### src/sv/bsfp_pkg.sv
package bsfp_pkg;

    // FIFO sizes
    localparam int TX_DEPTH = 16;
    localparam int RX_DEPTH = 16;
    localparam int TX_AW    = (TX_DEPTH > 1) ? $clog2(TX_DEPTH) : 1;
    localparam int RX_AW    = (RX_DEPTH > 1) ? $clog2(RX_DEPTH) : 1;
    localparam int TX_LW    = $clog2(TX_DEPTH + 1);
    localparam int RX_LW    = $clog2(RX_DEPTH + 1);

    // Reported fill count width
    localparam int FILL_W   = 5;
    localparam int BYTE_W   = 8;
    localparam int ACT_W    = 3;

    // Action codes
    localparam logic [ACT_W-1:0] ACT_WRITE  = 3'd0;
    localparam logic [ACT_W-1:0] ACT_READ   = 3'd1;
    localparam logic [ACT_W-1:0] ACT_LINE   = 3'd2;
    localparam logic [ACT_W-1:0] ACT_CLR_TX = 3'd3;
    localparam logic [ACT_W-1:0] ACT_CLR_RX = 3'd4;

    // Result flags and state snapshot decided when an item is taken
    typedef struct packed {
        logic              accepted;
        logic              rd_pop;
        logic              pop1;
        logic              pop2;
        logic              empty_on;
        logic              done_on;
        logic              busy;
        logic [FILL_W-1:0] tx_fill;
        logic [FILL_W-1:0] rx_fill;
    } result_plan_t;

    // Memory accesses for the item
    typedef struct packed {
        logic             tx_wr;
        logic [TX_AW-1:0] tx_wr_addr;
        logic             rx_wr;
        logic [RX_AW-1:0] rx_wr_addr;
        logic             rx_rd;
        logic [RX_AW-1:0] rx_rd_addr;
        logic [TX_AW-1:0] tx_addr1;
        logic [TX_AW-1:0] tx_addr2;
    } mem_plan_t;

    // Current levels
    typedef struct packed {
        logic [TX_LW-1:0] tx_level;
        logic [RX_LW-1:0] rx_level;
    } level_t;

    // Ring pointer advance with wrap
    function automatic logic [TX_AW-1:0] tx_inc(input logic [TX_AW-1:0] p);
        logic [TX_AW:0] s;
        s = {1'b0, p} + (TX_AW+1)'(1);
        return (s >= (TX_AW+1)'(TX_DEPTH)) ? '0 : s[TX_AW-1:0];
    endfunction

    function automatic logic [RX_AW-1:0] rx_inc(input logic [RX_AW-1:0] p);
        logic [RX_AW:0] s;
        s = {1'b0, p} + (RX_AW+1)'(1);
        return (s >= (RX_AW+1)'(RX_DEPTH)) ? '0 : s[RX_AW-1:0];
    endfunction

endpackage

### src/sv/bsfp_ram.sv
module bsfp_ram #(
    parameter int WIDTH = 8,
    parameter int DEPTH = 16,
    localparam int AW   = (DEPTH > 1) ? $clog2(DEPTH) : 1
) (
    input  logic             clk,
    input  logic             wr_en,
    input  logic [AW-1:0]    wr_addr,
    input  logic [WIDTH-1:0] wr_data,
    input  logic             rd_en,
    input  logic [AW-1:0]    rd_addr,
    output logic [WIDTH-1:0] rd_data
);

    logic [WIDTH-1:0] mem [DEPTH];
    logic [WIDTH-1:0] rd_data_reg;

    // One write port, one registered read port
    always_ff @(posedge clk)
    begin
        if (wr_en)
        begin
            mem[wr_addr] <= wr_data;
        end
        if (rd_en)
        begin
            rd_data_reg <= mem[rd_addr];
        end
    end

    assign rd_data = rd_data_reg;

endmodule

### src/sv/bsfp_state.sv
module bsfp_state (
    input  logic                      clk,
    input  logic                      rst_n,
    input  logic                      take,
    input  logic [2:0]                action,
    input  logic                      rx_ready,
    input  logic                      tx_empty_flag,
    input  logic                      tx_done_flag,
    output bsfp_pkg::result_plan_t    res,
    output bsfp_pkg::mem_plan_t       mem,
    output bsfp_pkg::level_t          lvl
);
    import bsfp_pkg::*;

    logic [TX_AW-1:0] tx_head_reg, tx_head_next, tx_tail_reg, tx_tail_next;
    logic [RX_AW-1:0] rx_head_reg, rx_head_next, rx_tail_reg, rx_tail_next;
    logic [TX_LW-1:0] tx_level_reg, tx_level_next;
    logic [RX_LW-1:0] rx_level_reg, rx_level_next;
    logic             empty_on_reg, empty_on_next;
    logic             done_on_reg, done_on_next;
    logic             busy_reg, busy_next;

    // Pointer, level and enable update for one item
    always_comb
    begin
        logic [TX_AW-1:0]        tail_mid;
        logic [TX_LW-1:0]        lvl_mid;
        logic [TX_LW+FILL_W-1:0] tx_ext;
        logic [RX_LW+FILL_W-1:0] rx_ext;

        tx_head_next  = tx_head_reg;
        tx_tail_next  = tx_tail_reg;
        tx_level_next = tx_level_reg;
        rx_head_next  = rx_head_reg;
        rx_tail_next  = rx_tail_reg;
        rx_level_next = rx_level_reg;
        empty_on_next = empty_on_reg;
        done_on_next  = done_on_reg;
        busy_next     = busy_reg;
        tail_mid      = tx_tail_reg;
        lvl_mid       = tx_level_reg;
        res           = '0;
        mem           = '0;

        unique case (action)
            ACT_WRITE:
            begin
                if (tx_level_reg < TX_LW'(TX_DEPTH))
                begin
                    tx_head_next  = tx_inc(tx_head_reg);
                    tx_level_next = tx_level_reg + TX_LW'(1);
                    res.accepted  = 1'b1;
                    mem.tx_wr     = 1'b1;
                end
                empty_on_next = 1'b1;
            end
            ACT_READ:
            begin
                if (rx_level_reg != '0)
                begin
                    rx_tail_next  = rx_inc(rx_tail_reg);
                    rx_level_next = rx_level_reg - RX_LW'(1);
                    res.rd_pop    = 1'b1;
                    mem.rx_rd     = 1'b1;
                end
            end
            ACT_LINE:
            begin
                // receive side; a full FIFO drops its oldest byte
                if (rx_ready)
                begin
                    mem.rx_wr    = 1'b1;
                    rx_head_next = rx_inc(rx_head_reg);
                    if (rx_level_reg < RX_LW'(RX_DEPTH))
                    begin
                        rx_level_next = rx_level_reg + RX_LW'(1);
                    end
                    else
                    begin
                        rx_tail_next = rx_inc(rx_tail_reg);
                    end
                end
                // transmit-empty branch, enable as held at entry
                if (tx_empty_flag && empty_on_reg)
                begin
                    if (tx_level_reg == '0)
                    begin
                        empty_on_next = 1'b0;
                        done_on_next  = 1'b1;
                    end
                    else
                    begin
                        busy_next = 1'b1;
                        res.pop1  = 1'b1;
                        tail_mid  = tx_inc(tx_tail_reg);
                        lvl_mid   = tx_level_reg - TX_LW'(1);
                    end
                end
                tx_tail_next  = tail_mid;
                tx_level_next = lvl_mid;
                // transmit-complete branch
                if (tx_done_flag && done_on_reg)
                begin
                    if (lvl_mid == '0)
                    begin
                        done_on_next = 1'b0;
                        busy_next    = 1'b0;
                    end
                    else
                    begin
                        res.pop2      = 1'b1;
                        tx_tail_next  = tx_inc(tail_mid);
                        tx_level_next = lvl_mid - TX_LW'(1);
                    end
                end
            end
            ACT_CLR_TX:
            begin
                tx_head_next  = '0;
                tx_tail_next  = '0;
                tx_level_next = '0;
            end
            ACT_CLR_RX:
            begin
                rx_head_next  = '0;
                rx_tail_next  = '0;
                rx_level_next = '0;
            end
            default:
            begin
            end
        endcase

        mem.tx_wr_addr = tx_head_reg;
        mem.rx_wr_addr = rx_head_reg;
        mem.rx_rd_addr = rx_tail_reg;
        mem.tx_addr1   = tx_tail_reg;
        mem.tx_addr2   = tail_mid;

        // state after the step; fill counts masked to the field width
        tx_ext       = {FILL_W'(0), tx_level_next};
        rx_ext       = {FILL_W'(0), rx_level_next};
        res.tx_fill  = tx_ext[FILL_W-1:0];
        res.rx_fill  = rx_ext[FILL_W-1:0];
        res.empty_on = empty_on_next;
        res.done_on  = done_on_next;
        res.busy     = busy_next;
    end

    // Commit on each taken item
    always_ff @(posedge clk or negedge rst_n)
    begin
        if (!rst_n)
        begin
            tx_head_reg  <= '0;
            tx_tail_reg  <= '0;
            tx_level_reg <= '0;
            rx_head_reg  <= '0;
            rx_tail_reg  <= '0;
            rx_level_reg <= '0;
            empty_on_reg <= 1'b0;
            done_on_reg  <= 1'b0;
            busy_reg     <= 1'b0;
        end
        else if (take)
        begin
            tx_head_reg  <= tx_head_next;
            tx_tail_reg  <= tx_tail_next;
            tx_level_reg <= tx_level_next;
            rx_head_reg  <= rx_head_next;
            rx_tail_reg  <= rx_tail_next;
            rx_level_reg <= rx_level_next;
            empty_on_reg <= empty_on_next;
            done_on_reg  <= done_on_next;
            busy_reg     <= busy_next;
        end
    end

    assign lvl.tx_level = tx_level_reg;
    assign lvl.rx_level = rx_level_reg;

endmodule

### src/sv/buffered_serial_fifo_pair_unit.sv
// Buffered serial FIFO pair: transmit and receive byte rings between a host
// and a serial line.
// Input channel (in_valid / in_stall) carries one item: an action code
// (host write, host read, line event, clear transmit, clear receive), a data
// byte and the three line flags. Output channel (out_valid / out_stall)
// returns exactly one result per item: write/read status, popped byte, the
// bytes handed to the line by the transmit-empty and transmit-complete
// branches, the interrupt enables, the busy flag and both fill counts.
// Each result passes through the fetch step S_RD1, then S_RD2 when a line
// event pops two transmit bytes, then S_OUT, which loads the output
// register. A new item is taken only once the sequencer is back in idle; it
// fetches bytes through the single registered read port of each ring RAM.
// Pointers, levels and counters are updated in the accept cycle; only the
// byte data comes back from RAM afterwards, so a write and a read to the
// same entry never fall in the same cycle.
// Reset clears pointers, levels, enables and busy flag; RAM contents are
// left undefined and never read before being written.
// While the receiver stalls a valid result, that result is held and the
// sequencer waits in its last step with in_stall high.
module buffered_serial_fifo_pair_unit (
    input  logic       clk,
    input  logic       rst_n,
    input  logic       in_valid,
    output logic       in_stall,
    input  logic [2:0] action,
    input  logic [7:0] data_byte,
    input  logic       rx_ready,
    input  logic       tx_empty_flag,
    input  logic       tx_done_flag,
    output logic       out_valid,
    input  logic       out_stall,
    output logic       accepted,
    output logic       read_valid,
    output logic [7:0] read_data,
    output logic       send_valid,
    output logic [7:0] send_data,
    output logic       send2_valid,
    output logic [7:0] send2_data,
    output logic       empty_irq_enabled,
    output logic       done_irq_enabled,
    output logic       sending,
    output logic [4:0] tx_fill,
    output logic [4:0] rx_fill
);
    import bsfp_pkg::*;

    localparam logic [1:0] S_IDLE = 2'd0;
    localparam logic [1:0] S_RD1  = 2'd1;
    localparam logic [1:0] S_RD2  = 2'd2;
    localparam logic [1:0] S_OUT  = 2'd3;

    logic [1:0]        state_reg, state_next;
    logic              take;
    logic              out_load;
    logic              out_valid_reg, out_valid_next;
    result_plan_t      res;
    mem_plan_t         mem;
    level_t            lvl;
    result_plan_t      pend_reg;
    logic [TX_AW-1:0]  addr2_reg;
    logic [BYTE_W-1:0] rdat_reg, s1_reg, s2_reg;
    logic              tx_rd_en;
    logic [TX_AW-1:0]  tx_rd_addr;
    logic [BYTE_W-1:0] tx_rd_data, rx_rd_data;

    assign in_stall = (state_reg != S_IDLE);
    assign take     = in_valid && !in_stall;
    assign out_load = (state_reg == S_OUT) && (!out_valid_reg || !out_stall);

    bsfp_state u_state (
        .clk           (clk),
        .rst_n         (rst_n),
        .take          (take),
        .action        (action),
        .rx_ready      (rx_ready),
        .tx_empty_flag (tx_empty_flag),
        .tx_done_flag  (tx_done_flag),
        .res           (res),
        .mem           (mem),
        .lvl           (lvl)
    );

    // Transmit ring: first pop read at accept, second pop read in S_RD1
    assign tx_rd_en   = (take && res.pop1) || ((state_reg == S_RD1) && pend_reg.pop2);
    assign tx_rd_addr = (state_reg == S_RD1) ? addr2_reg : mem.tx_addr1;

    bsfp_ram #(.WIDTH(BYTE_W), .DEPTH(TX_DEPTH)) u_tx_ram (
        .clk     (clk),
        .wr_en   (take && mem.tx_wr),
        .wr_addr (mem.tx_wr_addr),
        .wr_data (data_byte),
        .rd_en   (tx_rd_en),
        .rd_addr (tx_rd_addr),
        .rd_data (tx_rd_data)
    );

    bsfp_ram #(.WIDTH(BYTE_W), .DEPTH(RX_DEPTH)) u_rx_ram (
        .clk     (clk),
        .wr_en   (take && mem.rx_wr),
        .wr_addr (mem.rx_wr_addr),
        .wr_data (data_byte),
        .rd_en   (take && mem.rx_rd),
        .rd_addr (mem.rx_rd_addr),
        .rd_data (rx_rd_data)
    );

    // Sequencer
    always_comb
    begin
        state_next     = state_reg;
        out_valid_next = out_valid_reg;
        if (out_valid_reg && !out_stall)
        begin
            out_valid_next = 1'b0;
        end
        unique case (state_reg)
            S_IDLE:
            begin
                if (take)
                begin
                    state_next = S_RD1;
                end
            end
            S_RD1:
            begin
                state_next = pend_reg.pop2 ? S_RD2 : S_OUT;
            end
            S_RD2:
            begin
                state_next = S_OUT;
            end
            S_OUT:
            begin
                if (out_load)
                begin
                    state_next     = S_IDLE;
                    out_valid_next = 1'b1;
                end
            end
            default:
            begin
                state_next = S_IDLE;
            end
        endcase
    end

    always_ff @(posedge clk or negedge rst_n)
    begin
        if (!rst_n)
        begin
            state_reg     <= S_IDLE;
            out_valid_reg <= 1'b0;
        end
        else
        begin
            state_reg     <= state_next;
            out_valid_reg <= out_valid_next;
        end
    end

    // Item context and fetched bytes
    always_ff @(posedge clk)
    begin
        if (take)
        begin
            pend_reg  <= res;
            addr2_reg <= mem.tx_addr2;
        end
        if (state_reg == S_RD1)
        begin
            rdat_reg <= pend_reg.rd_pop ? rx_rd_data : '0;
            s1_reg   <= pend_reg.pop1 ? tx_rd_data : '0;
        end
        if (state_reg == S_RD2)
        begin
            s2_reg <= tx_rd_data;
        end
    end

    // Output register
    always_ff @(posedge clk)
    begin
        if (out_load)
        begin
            accepted          <= pend_reg.accepted;
            read_valid        <= pend_reg.rd_pop;
            read_data         <= rdat_reg;
            send_valid        <= pend_reg.pop1;
            send_data         <= s1_reg;
            send2_valid       <= pend_reg.pop2;
            send2_data        <= pend_reg.pop2 ? s2_reg : '0;
            empty_irq_enabled <= pend_reg.empty_on;
            done_irq_enabled  <= pend_reg.done_on;
            sending           <= pend_reg.busy;
            tx_fill           <= pend_reg.tx_fill;
            rx_fill           <= pend_reg.rx_fill;
        end
    end

    assign out_valid = out_valid_reg;

    // Levels never exceed the ring sizes
    assert property (@(posedge clk) disable iff (!rst_n)
        lvl.tx_level <= TX_LW'(TX_DEPTH))
        else $error("transmit level above depth");

    assert property (@(posedge clk) disable iff (!rst_n)
        lvl.rx_level <= RX_LW'(RX_DEPTH))
        else $error("receive level above depth");

    // A taken item starts its fetch step next cycle
    assert property (@(posedge clk) disable iff (!rst_n)
        take |=> (state_reg == S_RD1))
        else $error("sequencer missed taken item");

    // Host results and line sends never mix in one result, nor write and read status
    assert property (@(posedge clk) disable iff (!rst_n)
        out_valid |-> !((accepted || read_valid) && (send_valid || send2_valid))
                      && !(accepted && read_valid))
        else $error("mixed result kinds");

endmodule

### config.mk
export PLATFORM = sky130hd
export DESIGN_NAME = buffered_serial_fifo_pair_unit
export DESIGN_NICKNAME = d
export VERILOG_FILES = /design/src/sv/bsfp_pkg.sv /design/src/sv/bsfp_ram.sv /design/src/sv/bsfp_state.sv /design/src/sv/buffered_serial_fifo_pair_unit.sv
export SDC_FILE = /design/constraint.sdc
export NUM_CORES = 1
export LEC_CHECK = 0
export BUFFER_PORTS_ARGS = -buffer_cell sky130_fd_sc_hd__buf_2
export CAP_MARGIN = 15
export CORE_ASPECT_RATIO = 0.9
export CORE_UTILIZATION = 40
export DETAILED_ROUTE_END_ITERATION = 8
export SETUP_SLACK_MARGIN = 0.3
export SLEW_MARGIN = 40
export SYNTH_ARGS = -nofsm -noshare
export SYNTH_HDL_FRONTEND = slang
export SYNTH_SLANG_ARGS = --single-unit
### constraint.sdc
create_clock -name clk -period 6.85 [get_ports clk]
set_input_delay 0.685 -clock clk [delete_from_list [all_inputs] [get_ports clk]]
set_output_delay 0.685 -clock clk [all_outputs]
set_load 0.01 [all_outputs]
==> run metrics <==
Fin Setup TNS=0 ns; Register-to-Register Setup Slack=between 3 and 4 ns; cell count along the critical path=9; Cell Area, Synth=between 15000 and 20000 um^2; critical path buffer and inverter count=3; wire length per cell=slightly above 20 um; Core Box Area=about 39000 um^2; clock latency on the worst-skew pair=~0.55 ns; drc violations=0; Area Growth Syn to Fin=14.9%; commonest cells after routing, fill and taps aside=edfxtp_1, mux4_2, buf_2; Syn. warnings=0; Filler cells=approximately 3300; Power, Total=between 0.006 and 0.007 W; Mapped Avg Cell Area=17.2 um^2; max-slew violations=0; Root Buffer=clkbuf_16; hold_buf cts=0; Die X=~210 um; critical path cell sequence=inv_1 > ha_1 > buf_4 > mux2i_4 > buf_4 > mux4_2 > nor2b_1 > a211oi_1 > a21oi_1; DRT iter0 DRCs=around 730; Longest Clk Path Bufs=3; crit path DAT=between 3 and 4 ns; nets=1031; Max VDD drop=between 0.0002 and 0.00025 V; R2R cell count=9; Max transition margin=around 46%; top cell type's share of synthesized area=about 68%; Layout Skew=approximately 0.035 ns; # H-tree levels=2; Fin. Hold Viols=0; post-layout min period=~3.4 ns; Area after DPL=between 15000 and 20000 um^2; final setup fails=0; # clock sinks=390; post-synth top area cell=edfxtp_1; r2r startpoint=state_reg[1]; initial antenna violation count=0; most common cell after layout, fill and taps aside=edfxtp_1; slack of the critical path=around 3.5 ns; fmax=approximately 300 MHz; CP startpoint kind=flip-flop; Placer Congestion=0.892; maxcap violations=0; Power Dens Cells=around 370 nW/um^2; R2R Path End=u_tx_ram.rd_data[2]; area taken by multi-input logic gates=a little over 4000 um^2; sequential area share after synthesis=72.8%; Post-CTS Setup Bufs=0; ANT cells=0; boundary pin count=61; cell mode on critical path=buf_4; Largest stage delay, worst path=approximately 0.61 ns; Initial DRT Pass Iterations=5; Worst-path clk slew=about 0.06 ns; first-pass GRT wire length=49.1 mm; Die Area=40500 um^2; Port Buffers=60; Post-synth EDFFs=about 360; Vias/cell=about 5.3; Detail Route Antenna Nets=0; Yosys cell types=roughly 60; clock buffer count from CTS=just over 40; post-route cell area=about 18000 um^2; Detailed Route WL=31.9 mm; cell count after synthesis=a little over 900; starting density of the core=around two fifths; Primary FF master, synth=edfxtp_1; crit share post-route=approximately 49%; Synthesized Nets=around 960; P_leak=approximately 6.1 nW; Critical Path RT=between 7 and 8 ns; synth top area cells=edfxtp_1, mux4_2, dfrtp_1; CTS tree=done; Hold Path Class=primary input to async pin; total track usage=16.2%; CP max stage cell=mux4_2; largest net degree at the start of global routing=42; share of cells above drive strength 1=a little under a quarter; via count=just over 8000; CP max FO=32; Tightest Pin Transition=approximately 0.81 ns; post-CTS resize count=0; Yosys reg bits=390; CP top delay family=buffers and inverters; grt total ovfl=0; Sequential Area=approximately 12000 um^2; Die Ht=about 190 um; post-DP HPWL=20.3 mm; CP endpoint kind=flip-flop; RSZ-0062 raised after global routing=no; status=finished, final reports clean; pre-CTS setup slack=between 3 and 4 ns; final core utilization=47.1%; vias in the first global route=between 8000 and 9000; CP Class=flip-flop to flip-flop; num rows=68; async set-or-reset flop fraction in the synthesized netlist=a little over 8%
-- cells by family after synthesis --
group | count (synthesis) | share of synthesized area [%]
adders and majority gates | 20 | 1.58
muxes | 94 | 11.6
and+or+nand+nor | 224 | 6.94
AOI/OAI and AO/OA | 126 | 5.06
buffers and inverters | 61 | 1.63
DFF | 390 | 72.8
xor gates and xnor gates | 6 | 0.331
-- how the worst max path moves through the flow --
stage	slack, ns	from	end
2_1_floorplan	2.64	out_stall	accepted
3_3_place_gp	3.07	action[1]	u_rx_ram.mem[0][2]
3_5_place_dp	3.01	action[1]	u_rx_ram.mem[12][1]
4_1_cts	3.42	state_reg[1]	u_tx_ram.rd_data[2]
5_1_grt	3.25	state_reg[1]	u_tx_ram.rd_data[2]
6_report	3.49	state_reg[1]	u_tx_ram.rd_data[2]
-- report_power, final --
part           total [W]  internal, W  switching [W]  leakage (nW)
clock network    0.00229      0.00137       0.000916         0.674
logic            0.00140     0.000616       0.000783          1.78
registers        0.00306      0.00291       0.000154          3.68
total            0.00675      0.00490        0.00185          6.13
-- synth_stat cells, types with 3 or more instances --
cell type,instances
edfxtp_1,358
mux4_2,72
nand2_1,57
nor2_1,57
a21oi_1,36
o21ai_0,33
dfrtp_1,32
and2_1,28
clkbuf_1,27
ha_1,20
inv_1,19
nor3_1,19
mux2i_1,17
nand3_1,14
nor2b_1,10
o31ai_1,9
a211oi_1,8
nand2b_1,8
a31oi_1,7
nand4_1,7
buf_2,6
a21o_1,5
buf_1,5
mux2_2,5
a22o_1,4
and3_1,4
xnor2_1,4
nor4_1,3
o211ai_1,3
or2_2,3
or3_1,3
-- area by class of cell --
type | count | share of cell area [%]
clock inverter | 30 | 2.03
clock buffer | 45 | 5.71
inverter | 19 | 0.391
multi-input combinational | 470 | 22.8
timing repair buffer | 71 | 2.11
sequential | 390 | 63.4
tap | 525 | 3.60
-- worst reg2reg max path: cells and delay by family, from the launching register on --
kind,cells,cell delay [ns]
AO/OA/AOI/OAI,2,0.45
flip-flops,1,0.42
adder cells (fa/ha/maj),1,0.15
multiplexers,2,0.94
AND/OR/NAND/NOR,1,0.15
buffers and inverters,3,0.97
-- stage by stage --
stage	hold slack, ns	cells
3_5_place_dp	0.405	1475
5_1_grt	0.0846	1550
3_3_place_gp	0.400	1475
2_1_floorplan	0.389	921
4_1_cts	0.0818	1550
6_report	0.0870	1550
-- layer usage --
| layer | GRT usage (%) | vias to the layer above | share of wire (%) |
|---|---|---|---|
| li1 | - | 3781 | - |
| met1 | 24.1 | 4205 | 46 |
| met4 | 4.21 | 0 | 1.7 |
| met3 | 2.79 | 38 | 6.1 |
| met2 | 24.6 | 264 | 46 |
| met5 | 0 | - | 0 |
Power figures use the tool's default switching activity.
